<file path="config.mk">
export PLATFORM = sky130hd
export DESIGN_NAME = thermistor_table_interpolator_unit_flat
export DESIGN_NICKNAME = d
export VERILOG_FILES = /design/src/design/tti_pkg.sv /design/src/design/tti_req_if.sv /design/src/design/tti_rsp_if.sv /design/src/design/tti_divider.sv /design/src/design/thermistor_table_interpolator_unit.sv /design/src/flat_wrapper.sv
export SDC_FILE = /design/constraint.sdc
export NUM_CORES = 1
export LEC_CHECK = 0
export ABC_AREA = 1
export BUFFER_PORTS_ARGS = -buffer_cell sky130_fd_sc_hd__buf_4
export CORE_MARGIN = 3
export CORE_UTILIZATION = 30
export CTS_CLUSTER_SIZE = 20
export DETAILED_ROUTE_END_ITERATION = 7
export PLACE_DENSITY = 0.47
export SLEW_MARGIN = 25
export SYNTH_ARGS = -nofsm -noshare
export SYNTH_HDL_FRONTEND = slang
export SYNTH_SLANG_ARGS = --single-unit
</file>
<file path="constraint.sdc">
create_clock -name clock -period 18.1 [get_ports clock]
set_input_delay 0.905 -clock clock [delete_from_list [all_inputs] [get_ports clock]]
set_output_delay 0.905 -clock clock [all_outputs]
set_load 0.01 [all_outputs]
</file>
<file path="src/design/tti_pkg.sv">
`default_nettype none
// ----------------------------------------------------------------------------
// Thermistor table interpolator package
// Shared widths, codes, state encoding and the calibration ROM.
// ----------------------------------------------------------------------------
package tti_pkg;

   localparam int ADC_W    = 12;
   localparam int TEMP_W   = 15;
   localparam int FLAG_W   = 2;
   localparam int ROM_LEN  = 90;
   localparam int IDX_W    = $clog2(ROM_LEN + 1);

   localparam int TEMP_LOW_C  = -30;
   localparam int TEMP_HIGH_C = 60;

   localparam int TABLE_ENTRIES_DEF = 90;
   localparam int FRACTION_BITS_DEF = 8;

   localparam logic [FLAG_W-1:0] RANGE_INTERP = 2'd0;
   localparam logic [FLAG_W-1:0] RANGE_LOW    = 2'd1;
   localparam logic [FLAG_W-1:0] RANGE_HIGH   = 2'd2;

   typedef enum logic [2:0] {
      ST_IDLE,
      ST_SEARCH,
      ST_DIVIDE,
      ST_DONE
   } tti_state_type;

   typedef struct packed {
      logic             start;
      logic [ADC_W-1:0] remainder;
      logic [ADC_W-1:0] divisor;
   } tti_div_cmd_type;

   localparam logic [ADC_W-1:0] CAL_ROM [ROM_LEN] = '{
      12'd332,  12'd349,  12'd365,  12'd383,  12'd401,
      12'd419,  12'd439,  12'd458,  12'd479,  12'd522,
      12'd545,  12'd568,  12'd592,  12'd617,  12'd642,
      12'd668,  12'd695,  12'd722,  12'd750,  12'd779,
      12'd808,  12'd838,  12'd869,  12'd900,  12'd931,
      12'd964,  12'd996,  12'd1030, 12'd1064, 12'd1098,
      12'd1133, 12'd1168, 12'd1204, 12'd1240, 12'd1276,
      12'd1313, 12'd1351, 12'd1388, 12'd1426, 12'd1464,
      12'd1502, 12'd1541, 12'd1580, 12'd1619, 12'd1658,
      12'd1697, 12'd1736, 12'd1775, 12'd1814, 12'd1854,
      12'd1893, 12'd1932, 12'd1971, 12'd2009, 12'd2048,
      12'd2086, 12'd2125, 12'd2163, 12'd2200, 12'd2238,
      12'd2275, 12'd2311, 12'd2347, 12'd2383, 12'd2419,
      12'd2454, 12'd2489, 12'd2523, 12'd2557, 12'd2590,
      12'd2623, 12'd2655, 12'd2687, 12'd2718, 12'd2748,
      12'd2779, 12'd2808, 12'd2837, 12'd2866, 12'd2894,
      12'd2922, 12'd2949, 12'd2975, 12'd3001, 12'd3027,
      12'd3052, 12'd3076, 12'd3100, 12'd3123, 12'd3146
   };

   // Entries past the end of the table read as zero.
   function automatic logic [ADC_W-1:0] cal_rom(input logic [IDX_W-1:0] idx);
      logic [ADC_W-1:0] val;
      val = '0;
      for (int k = 0; k < ROM_LEN; k++) begin
         if (idx == IDX_W'(k)) begin
            val = CAL_ROM[k];
         end
      end
      return val;
   endfunction

endpackage
`default_nettype wire

</file>
<file path="src/design/tti_req_if.sv">
`default_nettype none
// ----------------------------------------------------------------------------
// Request channel
// Carries one ADC conversion item with a valid/ready handshake.
// ----------------------------------------------------------------------------
interface tti_req_if;
   import tti_pkg::*;

   logic             valid;
   logic             ready;
   logic [ADC_W-1:0] adc_code;

   modport source (output valid, output adc_code, input ready);
   modport sink   (input valid, input adc_code, output ready);
endinterface
`default_nettype wire

</file>
<file path="src/design/tti_rsp_if.sv">
`default_nettype none
// ----------------------------------------------------------------------------
// Response channel
// Carries one temperature item and its range flag with a valid/ready handshake.
// ----------------------------------------------------------------------------
interface tti_rsp_if;
   import tti_pkg::*;

   logic              valid;
   logic              ready;
   logic [TEMP_W-1:0] temperature_q8;
   logic [FLAG_W-1:0] range_flag;

   modport source (output valid, output temperature_q8, output range_flag, input ready);
   modport sink   (input valid, input temperature_q8, input range_flag, output ready);
endinterface
`default_nettype wire

</file>
<file path="src/design/tti_divider.sv">
`default_nettype none
// ----------------------------------------------------------------------------
// Serial fraction divider
// Restoring divider that produces one quotient bit of (rem << FB) / div per
// cycle. The starting remainder may equal the divisor, so the first step
// compares without shifting and gives the integer bit of the quotient.
// ----------------------------------------------------------------------------
module tti_divider #(
   parameter int FRACTION_BITS = tti_pkg::FRACTION_BITS_DEF,
   parameter int QUO_W         = FRACTION_BITS + 1
) (
   input  wire logic                     clock,
   input  wire logic                     reset,
   input  wire tti_pkg::tti_div_cmd_type cmd,
   output logic                          done,
   output logic [QUO_W-1:0]              quotient
);
   import tti_pkg::*;

   localparam int CNT_W = $clog2(FRACTION_BITS + 2);

   logic             busy_ff, busy_in;
   logic             first_ff, first_in;
   logic [CNT_W-1:0] count_ff, count_in;
   logic [ADC_W-1:0] rem_ff, rem_in;
   logic [ADC_W-1:0] div_ff, div_in;
   logic [QUO_W-1:0] quot_ff, quot_in;
   logic [ADC_W:0]   rem_dbl;
   logic [ADC_W:0]   rem_sub;
   logic             bit_set;

   always_ff @(posedge clock) begin
      if (reset) begin
         busy_ff <= 1'b0;
      end else begin
         busy_ff <= busy_in;
      end
      first_ff <= first_in;
      count_ff <= count_in;
      rem_ff   <= rem_in;
      div_ff   <= div_in;
      quot_ff  <= quot_in;
   end

   always_comb begin
      // The integer step uses the remainder as loaded; later steps double it.
      rem_dbl  = first_ff ? {1'b0, rem_ff} : {rem_ff, 1'b0};
      rem_sub  = rem_dbl - {1'b0, div_ff};
      bit_set  = (rem_dbl >= {1'b0, div_ff});
      busy_in  = busy_ff;
      first_in = first_ff;
      count_in = count_ff;
      rem_in   = rem_ff;
      div_in   = div_ff;
      quot_in  = quot_ff;
      if (cmd.start) begin
         busy_in  = 1'b1;
         first_in = 1'b1;
         count_in = CNT_W'(FRACTION_BITS + 1);
         rem_in   = cmd.remainder;
         div_in   = cmd.divisor;
         quot_in  = '0;
      end else if (busy_ff) begin
         if (count_ff == '0) begin
            busy_in = 1'b0;
         end else begin
            first_in = 1'b0;
            count_in = count_ff - CNT_W'(1);
            // The remainder stays below the divisor, so it fits back in ADC_W bits.
            rem_in   = bit_set ? rem_sub[ADC_W-1:0] : rem_dbl[ADC_W-1:0];
            quot_in  = QUO_W'({quot_ff, bit_set});
         end
      end
   end

   assign done     = busy_ff && (count_ff == '0);
   assign quotient = quot_ff;

endmodule
`default_nettype wire

</file>
<file path="src/design/thermistor_table_interpolator_unit.sv">
`default_nettype none
// ----------------------------------------------------------------------------
// Thermistor table interpolator
// Binary search over the calibration ROM, then a serial divider for the
// fraction between the two bracketing entries.
// ----------------------------------------------------------------------------
// Steps: a binary search and a decision, then the serial divider when
// interpolating, then a load of the response register. One item is in
// work at a time; the next is accepted in the cycle after the result is
// loaded. A waiting response stalls the load.
// Reset is synchronous and clears control.
// ----------------------------------------------------------------------------
module thermistor_table_interpolator_unit #(
   parameter int TABLE_ENTRIES = tti_pkg::TABLE_ENTRIES_DEF,
   parameter int FRACTION_BITS = tti_pkg::FRACTION_BITS_DEF
) (
   input  wire logic clock,
   input  wire logic reset,
   tti_req_if.sink   req_ch,
   tti_rsp_if.source rsp_ch
);
   import tti_pkg::*;

   localparam int LIMIT = (TABLE_ENTRIES < ROM_LEN) ? TABLE_ENTRIES : ROM_LEN;
   // One extra quotient bit holds the full step when the code sits on an entry.
   localparam int QUO_W = FRACTION_BITS + 1;
   localparam int BASE_W = IDX_W + 1 + FRACTION_BITS;
   localparam int SUM_W = (BASE_W > TEMP_W) ? BASE_W : TEMP_W;

   tti_state_type     state_ff, state_in;
   logic [ADC_W-1:0]  code_ff, code_in;
   logic [IDX_W-1:0]  lo_ff, lo_in;
   logic [IDX_W-1:0]  hi_ff, hi_in;
   logic [FLAG_W-1:0] flag_ff, flag_in;
   logic              rsp_valid_ff, rsp_valid_in;
   logic [TEMP_W-1:0] rsp_temp_ff, rsp_temp_in;
   logic [FLAG_W-1:0] rsp_flag_ff, rsp_flag_in;

   logic [IDX_W:0]       mid_sum;
   logic [IDX_W-1:0]     mid;
   logic [ADC_W-1:0]     mid_val;
   logic [ADC_W-1:0]     low_val;
   logic [ADC_W-1:0]     high_val;
   logic signed [IDX_W:0] base;
   logic [SUM_W-1:0]     interp_sum;
   logic [SUM_W-1:0]     clamp_low;
   logic [SUM_W-1:0]     clamp_high;
   logic                 slot_free;

   tti_div_cmd_type  div_cmd;
   logic             div_done;
   logic [QUO_W-1:0] div_quot;

   tti_divider #(
      .FRACTION_BITS (FRACTION_BITS),
      .QUO_W         (QUO_W)
   ) u_divider (
      .clock    (clock),
      .reset    (reset),
      .cmd      (div_cmd),
      .done     (div_done),
      .quotient (div_quot)
   );

   always_ff @(posedge clock) begin
      if (reset) begin
         state_ff     <= ST_IDLE;
         rsp_valid_ff <= 1'b0;
      end else begin
         state_ff     <= state_in;
         rsp_valid_ff <= rsp_valid_in;
      end
      code_ff     <= code_in;
      lo_ff       <= lo_in;
      hi_ff       <= hi_in;
      flag_ff     <= flag_in;
      rsp_temp_ff <= rsp_temp_in;
      rsp_flag_ff <= rsp_flag_in;
   end

   always_comb begin
      mid_sum  = {1'b0, lo_ff} + {1'b0, hi_ff};
      mid      = mid_sum[IDX_W:1];
      mid_val  = cal_rom(mid);
      low_val  = cal_rom(lo_ff - IDX_W'(1));
      high_val = cal_rom(lo_ff);

      base       = $signed({1'b0, lo_ff}) + (IDX_W+1)'(TEMP_LOW_C);
      interp_sum = (SUM_W'(base) << FRACTION_BITS) + SUM_W'(div_quot);
      clamp_low  = SUM_W'(TEMP_LOW_C) << FRACTION_BITS;
      clamp_high = SUM_W'(TEMP_HIGH_C) << FRACTION_BITS;
   end

   assign slot_free = !rsp_valid_ff || rsp_ch.ready;

   always_comb begin
      state_in     = state_ff;
      code_in      = code_ff;
      lo_in        = lo_ff;
      hi_in        = hi_ff;
      flag_in      = flag_ff;
      rsp_valid_in = rsp_valid_ff && !rsp_ch.ready;
      rsp_temp_in  = rsp_temp_ff;
      rsp_flag_in  = rsp_flag_ff;
      div_cmd      = '{start: 1'b0, remainder: code_ff - low_val, divisor: high_val - low_val};
      req_ch.ready = 1'b0;

      unique case (state_ff)
         ST_IDLE: begin
            req_ch.ready = 1'b1;
            if (req_ch.valid) begin
               code_in  = req_ch.adc_code;
               lo_in    = '0;
               hi_in    = IDX_W'(LIMIT);
               state_in = ST_SEARCH;
            end
         end
         ST_SEARCH: begin
            if (lo_ff != hi_ff) begin
               // Lower bound search: first entry at least the code.
               if (mid_val < code_ff) begin
                  lo_in = mid + IDX_W'(1);
               end else begin
                  hi_in = mid;
               end
            end else if (lo_ff == IDX_W'(LIMIT)) begin
               flag_in  = RANGE_HIGH;
               state_in = ST_DONE;
            end else if (lo_ff == '0) begin
               flag_in  = RANGE_LOW;
               state_in = ST_DONE;
            end else begin
               flag_in       = RANGE_INTERP;
               div_cmd.start = 1'b1;
               state_in      = ST_DIVIDE;
            end
         end
         ST_DIVIDE: begin
            if (div_done) begin
               state_in = ST_DONE;
            end
         end
         ST_DONE: begin
            if (slot_free) begin
               rsp_valid_in = 1'b1;
               rsp_flag_in  = flag_ff;
               case (flag_ff)
                  RANGE_HIGH: rsp_temp_in = clamp_high[TEMP_W-1:0];
                  RANGE_LOW:  rsp_temp_in = clamp_low[TEMP_W-1:0];
                  default:    rsp_temp_in = interp_sum[TEMP_W-1:0];
               endcase
               state_in = ST_IDLE;
            end
         end
         default: begin
            state_in = ST_IDLE;
         end
      endcase
   end

   assign rsp_ch.valid          = rsp_valid_ff;
   assign rsp_ch.temperature_q8 = rsp_temp_ff;
   assign rsp_ch.range_flag     = rsp_flag_ff;

endmodule
`default_nettype wire

</file>
<file path="src/flat_wrapper.sv">
// flat-port wrapper written by rule: the top's interface ports become plain ports
module thermistor_table_interpolator_unit_flat import tti_pkg::*;
#(
   parameter int TABLE_ENTRIES = tti_pkg::TABLE_ENTRIES_DEF,
   parameter int FRACTION_BITS = tti_pkg::FRACTION_BITS_DEF
)
  (clock, reset, req_ch_valid, req_ch_adc_code, req_ch_ready, rsp_ch_valid, rsp_ch_temperature_q8, rsp_ch_range_flag, rsp_ch_ready);
  tti_req_if req_ch_i ();
  tti_rsp_if rsp_ch_i ();
  input  wire logic clock;
  input  wire logic reset;
  input wire logic [$bits(req_ch_i.valid)-1:0] req_ch_valid;
  input wire logic [$bits(req_ch_i.adc_code)-1:0] req_ch_adc_code;
  output wire logic [$bits(req_ch_i.ready)-1:0] req_ch_ready;
  output wire logic [$bits(rsp_ch_i.valid)-1:0] rsp_ch_valid;
  output wire logic [$bits(rsp_ch_i.temperature_q8)-1:0] rsp_ch_temperature_q8;
  output wire logic [$bits(rsp_ch_i.range_flag)-1:0] rsp_ch_range_flag;
  input wire logic [$bits(rsp_ch_i.ready)-1:0] rsp_ch_ready;
  assign req_ch_i.valid = req_ch_valid;
  assign req_ch_i.adc_code = req_ch_adc_code;
  assign req_ch_ready = req_ch_i.ready;
  assign rsp_ch_valid = rsp_ch_i.valid;
  assign rsp_ch_temperature_q8 = rsp_ch_i.temperature_q8;
  assign rsp_ch_range_flag = rsp_ch_i.range_flag;
  assign rsp_ch_i.ready = rsp_ch_ready;
  thermistor_table_interpolator_unit #(.TABLE_ENTRIES(TABLE_ENTRIES), .FRACTION_BITS(FRACTION_BITS)) u_core (.clock(clock), .reset(reset), .req_ch(req_ch_i), .rsp_ch(rsp_ch_i));
endmodule
</file>
==> run summary, run 1 <==
The maximum clock insertion buffer count came out at 2. The library cell used as clock root buffer is clkbuf_16. Sorting the synthesized cells by area gives the leading types as edfxtp_1 (19%), nor2_1 (13%), inv_1 (11%), nand2_1 (9.3%), ha_1 (7.7%). After clock tree synthesis, the clock-pin slew on the worst setup and hold paths is 0.07 ns. Synthesis produced a netlist with a net count of 1941. After detailed placement, the total cell area comes to 0.0120 mm^2. The placed wire-length estimate after detailed placement came out at 33300 um. The largest net degree at the start of global routing is 28.

The amount of wire on met2 after detailed routing is 18900 um. The nature of the critical path endpoint is a register. Once detail routing completed, the nets flagged for antenna violations numbered 0. The max-slew violation count came to 0. By area, the combinational part of the netlist is dominated by simple AND/OR/NAND/NOR gates.

The fraction of the core area covered by cells at the end of the flow came out at 33.5%. The wire length on met3 came out at 2050 um. The library cells used most frequently in the layout, excluding fill and tap cells, are nor2_1 (398), inv_1 (330), nand2_1 (277). The min-delay analysis places its worst path in the category reg2reg.

The growth of design area from synthesis to finish is 9.61%. The required time of the critical path is 18.18 ns. The share of cells above drive strength 1 is 5.89%. The initial core utilization is 30.5%. The routed length per placed instance came out at 17.2 um.

The share of synthesized area spent on multiplexers came out at 0.0894%. The post-route setup TNS came out at 0 ns. The number of antenna violations at the first check in global routing came out at 0. The leading cell type in the layout, fill and taps excluded is nor2_1. The core box area came out at 0.0367 mm^2. The number of different library cells used by synthesis comes to 60. Of the total synthesized cell area, the portion taken by XOR and XNOR cells is 2.58%. The number of warnings printed during yosys synthesis is 0.

The post-route worst setup slack came out at 10.75 ns. The final period demand of the worst path is 7.35 ns. From bottom edge to top edge, the die measures 199 um.

Setup repair after global routing left no endpoint under its margin. The H-tree depth is 3. The wire length after detailed routing is 40500 um.

By startpoint and endpoint, the worst setup path is classified as reg2reg. The die span in x is 199 um. The antenna diode instance count came out at 0. The number of enable-type register cells in the synthesized netlist is 69. The count of buffers inserted at the top-level ports is 34. In this run the mean area of a mapped cell was 6.05 um^2. The post-CTS setup repair buffer count came out at 0. For this run, the slowest stage of the critical path takes 0.59 ns. The slowest stage of the critical path is the edfxtp_1 cell.

The later-pin clock latency in the skew report came out at 0.37 ns. Using the TritonRoute via totals, the vias-per-cell ratio works out to 5.29. Of all flip-flops after synthesis, the portion carrying an async set or reset was 0%. The run finished with clean final reports. For this block, wires on met1 add up to 17900 um. Synthesis produced a netlist whose cell count is 1852. The global placement routability congestion came out at 0.947. The register bit total from synthesis came out at 87.

Clock tree synthesis inserted a total of 9 buffers. Measured against its own limit, the worst slew margin works out to 39.4%. The remaining routing DRC violations is 0.

After global routing the overflow that remains totals 0. Setup violations remaining at the end of the flow were counted as 0. The via count of the first global-routing pass came out at 12000. The sequential cell area fraction in the yosys report came out at 21.7%. The final-report hold violation count came out at 0. At the worst endpoint, the arrival time is 7.43 ns. The final period utilization is 40.6%. The largest fanout of any net on the critical path came out at 10. The synthesized netlist occupies a cell area of 0.0112 mm^2. The number of nets in the finished design is 1967. The achievable frequency is 0.136 GHz. The global-route wire length before repair came out at 63800 um.

The clock drives 87 sinks. TritonCTS built the clock tree. With fillers left out, the area of the finished cells amounts to 0.0123 mm^2. The reported max-cap violation count came out at 0. The slew at the pin closest to its max-slew limit came out at 0.909 ns.

The simple-gate share of the synthesized area is 40.2%. The top cell type's share of synthesized area came out at 18.5%. The number of top-level pins came out at 35.

The adder-cell share of the synthesized area came out at 8.42%. The cell row count is 70. The most area-hungry cell type in the Yosys netlist is edfxtp_1. The number of iterations in the first detailed-routing pass came out at 6. The cts-stage hold buffer count came out at 0. The number of vias in the routed layout came out at 12400.

For this run, the total global-route usage over all layers was measured as 20.4%. Among all flip-flop cells after synthesis, the most frequent one is edfxtp_1. The most common cell type on the critical path is nor2_1.

The post-cts resize count came out at 0. The launching element type of the critical path is a register. The die footprint came out at 0.0397 mm^2. Prior to clock tree synthesis, the placed netlist has a worst setup slack of 10.70 ns. Summing the areas of all compound-gate instances in the mapped netlist gives 14.2% of the synthesized area. The starting DRC count in detailed routing came out at 1341. For the final database, setup skew stands at 0.0166 ns. After detailed routing, no signal wire sits above met4.
==> cells in the mapped netlist, drive strengths merged, types with 3 or more instances <==
master and count:
a2111oi 5, a211oi 6, a21oi 86, a31oi 12, and3 4, buf 5, clkbuf 17, clkinv 9
dfxtp 18, edfxtp 69, fa 4, ha 69, inv 347, nand2 290, nand3 105, nand3b 3
nand4 57, nor2 411, nor3 73, nor3b 3, nor4 51, o2111ai 9, o211ai 9, o21ai 104
o21bai 3, o22ai 11, o31ai 7, o41ai 4, or2 6, xnor2 9, xor2 24
==> routing by layer <==
| layer | up-vias | track usage [%] |
|---|---|---|
| met1 | 5639 | 25.5 |
| li1 | 6235 | - |
| met4 | 0 | 9.03 |
| met5 | - | 0 |
| met3 | 109 | 2.24 |
| met2 | 458 | 35.4 |
==> final timing paths <==
| check | from | to | slack [ns] | cells past startpoint |
|---|---|---|---|---|
| worst max-delay path | u_core.lo_ff[1] | u_core.u_divider.rem_ff[11] | 10.75 | 40 |
| worst min-delay path | u_core.u_divider.count_ff[0] | u_core.u_divider.count_ff[0] | 0.49 | 2 |
| worst max register to register | u_core.lo_ff[1] | u_core.u_divider.rem_ff[11] | 10.75 | 40 |
| worst min register to register | u_core.u_divider.count_ff[0] | u_core.u_divider.count_ff[0] | 0.49 | 2 |
==> area by class of cell <==
class / count / area, um^2
inverter: 356 / 1340
fill: 4034 / 24400
multi-input combinational: 1387 / 7350
tap: 468 / 586
timing repair buffer: 37 / 278
sequential: 87 / 2430
clock inverter: 7 / 68.8
clock buffer: 9 / 225
==> state kept, by name, indices dropped and copies added, names as in the netlist <==
name and flops:
u_core.lo_ff 7, u_core.u_divider.count_ff 4, u_core.rsp_ch.temperature_q8 15, u_core.u_divider.busy_ff 1
u_core.flag_ff 2, u_core.hi_ff 7, u_core.rsp_ch.range_flag 2, u_core.u_divider.rem_ff 12
u_core.state_ff 2, u_core.u_divider.div_ff 12, u_core.code_ff 12, u_core.u_divider.first_ff 1
u_core.u_divider.quotient 9, u_core.rsp_ch.valid 1
==> stage by stage <==
| stage | hold WS (ns) | std cells |
|---|---|---|
| after global routing | 0.514 | 2351 |
| after global placement | 0.460 | 2335 |
| after floorplan | 0.435 | 1852 |
| after CTS | 0.486 | 2351 |
| final | 0.486 | 2351 |
| after detailed placement | 0.467 | 2335 |
==> worst max-delay path, delay by kind of cell (launching register included) <==
kind / cells / cell delay [ns]
AO/OA/AOI/OAI: 6 / 1.04
AND/OR/NAND/NOR: 25 / 3.94
flip-flops: 1 / 0.59
adder cells (fa/ha/maj): 1 / 0.36
XOR/XNOR: 2 / 0.31
buffers and inverters: 6 / 0.81
==> cells by family after synthesis <==
logic type,Yosys count
AND/OR/NAND/NOR,1007
buffers and inverters,378
AO/OA/AOI/OAI,273
flip-flops,87
adder cells (fa/ha/maj),73
XOR/XNOR,33
multiplexers,1
Power of run 1 is not shown: default switching activity piles up to over one toggle a cycle in this logic, so the estimate is an artifact.
==> inputs of run 2 (changes only) <==
--- a/config.mk
+++ b/config.mk
@@ -11,7 +11,7 @@
 export CORE_UTILIZATION = 30
 export CTS_CLUSTER_SIZE = 20
 export DETAILED_ROUTE_END_ITERATION = 7
-export PLACE_DENSITY = 0.47
+export PLACE_DENSITY = 0.49
 export SLEW_MARGIN = 25
 export SYNTH_ARGS = -nofsm -noshare
 export SYNTH_HDL_FRONTEND = slang
==> constraint.sdc (replaced) <==
create_clock -name clock -period 6.4 [get_ports clock]
set_input_delay 0.32 -clock clock [delete_from_list [all_inputs] [get_ports clock]]
set_output_delay 0.32 -clock clock [all_outputs]
set_load 0.01 [all_outputs]
==> run 2 against run 1 <==
Effect of this change: clock skew shrank 0.0036 ns; global-route usage rose by 0.27 points; first-iteration DRC count shrank 16%; register-to-register slack got worse by 11 ns; count of clock-buffer cells in the layout is the same; design area is 16% higher; worst hold slack lost 0.36 ns; utilization up 5.3 points; non-clock buffer count is 201 higher; worst setup slack worse by 11 ns; flip-flop and latch count did not move; highest routed layer unchanged.
==> run summary, run 2 (synthesized netlist as in run 1, its figures left out) <==
The worst setup path is launched from a register. In this run the critical register-to-register path is captured at u_core.lo_ff[1]. The number of vias in the routed layout came out at 13100 (+5.4%).

The die footprint was 0.0397 mm^2 (unchanged). The global router's overall resource usage is 20.6% (+0.27 points). The achievable frequency was 0.157 GHz (+15%). The post-route worst setup slack is 0.0155 ns (-10.73 ns).

The largest net degree at the start of global routing came out at 28 (unchanged). The largest fanout of any net on the critical path came to 7 (-3). The number of top-level pins is 35 (unchanged). The number of antenna violations at the first check in global routing was 0 (unchanged). The die boundary height is 199 um (unchanged). The flow ran to the end, and the final reports show no timing, DRC or antenna violations. The via count of the first global-routing pass is 12600 (+5.7%). The wire length after detailed routing was 41400 um (+2.1%). The initial core utilization is 30.5% (unchanged). The hold path endpoint is u_core.code_ff[10]. The slew at the pin closest to its max-slew limit came out at 0.904 ns (-0.00474 ns).

The placed wire-length estimate after detailed placement is 34400 um (+3.4%). The routed length per placed instance is 16.2 um (-5.9%). The worst setup path is captured at a register. The max-slew violation count is 0 (unchanged).

The global placement routability congestion came out at 0.989 (+4.4%). The remaining routing DRC violations was 0 (unchanged). The most common cell type on the critical path is a21oi_1.

The growth of design area from synthesis to finish is 27.0%. The number of nets with antenna violations after detailed routing came out at 0 (unchanged). The clock input transition at the sequential cells of the worst setup and hold paths came out at 0.08 ns (about the same).

The number of instances on the worst hold path came out at 1 (-1). The reported max-cap violation count came out at 0 (unchanged). The required time of the critical path came to 6.48 ns (-11.70 ns). The top cell types in the final layout, fill and taps aside, are nor2_1 (384), inv_1 (324), nand2_1 (268). The antenna diode instance count is 0 (unchanged). The worst hold slack across all endpoints came to 0.122 ns (-0.364 ns). The final-report hold violation count came out at 0 (unchanged).

The later-pin clock latency in the skew report is 0.37 ns (about the same). The number of nets in the finished design came out at 2168 (+10%). The library cell used most frequently in the layout, excluding fill and tap cells, is nor2_1.

The share of cells above drive strength 1 is 18.9% (+13 points). The final setup violation count came out at 0 (unchanged). The worst slack at placement came out at -0.218 ns (-10.92 ns). The worst slew slack as a fraction of its limit is 39.7% (+0.32 points). The aggregate global routing overflow came out at 0 (unchanged).

The maximum clock insertion buffer count is 2 (unchanged). The slowest stage of the critical path is the fa_2 cell. The reg-to-reg startpoint is u_core.lo_ff[0]. The signal arrival time at the worst endpoint is 6.47 ns (-0.96 ns).

TritonCTS built the clock tree. The largest stage delay on the critical path came to 0.57 ns (-0.02 ns). The final period demand of the worst path came out at 6.38 ns (-0.965 ns).

Setup repair after global routing could not meet its margin everywhere. The number of buffers added by the clock tree synthesis step was 9 (unchanged). The library cell used as clock root buffer is clkbuf_16. The register-to-register setup slack is 0.02 ns (-10.73 ns). The classification of the worst-slack hold path is in2reg. The core box area came out at 0.0367 mm^2 (unchanged). The H-tree depth came out at 3 (unchanged).

The TritonCTS sink count came out at 87 (unchanged). The die span in x is 199 um (unchanged). The critical path is of the reg2reg type.

The count of cells along the worst register-to-register path is 39 (-2.5%). The final period utilization is 99.8% (+59 points). The vias per cell is 5.14 (-2.9%).

The worst clock skew came out at 0.0130 ns (-0.00364 ns). The count of buffers inserted at the top-level ports came out at 34 (unchanged). The number of flip-flops under the largest register name came out at 15 (unchanged). The number of iterations in the first detailed-routing pass is 5 (-1). The worst hold path begins at req_ch_adc_code[10]. The starting DRC count in detailed routing came out at 1123 (-16%). The global-route wire length before repair came out at 65400 um (+2.6%). The cell row count is 70 (unchanged).
-- run 2: cell types whose count changed in the layout (fill, tap and decap cells not counted), moves of 6 or more --
cell	change
nand3_1	-6
buf_4	+199
nor4_1	-9
nor2_2	+9
o21ai_0	-7
nor3_1	-12
inv_1	-6
ha_1	-7
nand2_1	-9
a21oi_1	-6
nor4_2	+9
o21ai_1	+6
nor2_1	-14
nor3_2	+12
-- run 2: timing repair --
item	in CTS	in global routing
pin swaps	3	22
buffers inserted	2	5
endpoints found under the setup margin	15	21
hold buffers	0	0
gates resized for setup	9	102
-- run 2: metal layers --
| layer | track usage (%) | share of wire (%) | vias up |
|---|---|---|---|
| met2 | 34.1 | 46 | 414 |
| met4 | 9.16 | 4.3 | 0 |
| met3 | 2.60 | 4.7 | 102 |
| met1 | 27.1 | 45 | 5963 |
| li1 | - | - | 6640 |
| met5 | 0 | 0 | - |
-- run 2: worst max-delay path, delay by kind of cell, from the launching register on --
family                     cells  cell delay (ns)
DFF                            1             0.44
AOI/OAI and AO/OA             16             2.09
and+or+nand+nor               14             1.65
buffers and inverters          5             0.63
adders and majority gates      4             1.30
-- run 2: through the flow --
stage          std cells  util [%]  TNS, ns  instance area (um^2)
2_1_floorplan       1852         -        0                 11200
3_3_place_gp        2529      36.6    -2.99                 13400
3_5_place_dp        2529      36.6    -2.81                 13400
4_1_cts             2547      37.5        0                 13800
5_1_grt             2552      38.8   -10.69                 14200
6_report            2552      38.8        0                 14200
-- run 2: worst max-delay path by stage --
stage	startpoint	to	slack [ns]	depth (start not counted)
after CTS	u_core.lo_ff[0]	u_core.lo_ff[1]	0.004	43
final	u_core.lo_ff[0]	u_core.lo_ff[1]	0.02	39
after global routing	u_core.lo_ff[0]	u_core.lo_ff[1]	-0.76	76
after floorplan	u_core.lo_ff[0]	u_core.lo_ff[0]	0.26	75
after global placement	u_core.lo_ff[0]	u_core.hi_ff[4]	-0.23	42
after detailed placement	u_core.lo_ff[0]	u_core.hi_ff[6]	-0.22	42
-- run 2: layout make-up --
class	count	area [um^2]
Clock inverter	7	73.8
Multi-Input combinational cell	1387	7770
Fill cell	3962	22500
Timing Repair Buffer	238	1790
Clock buffer	9	225
Inverter	356	1340
Sequential cell	87	2430
Tap cell	468	586
Power of run 2 is left out for the same reason.
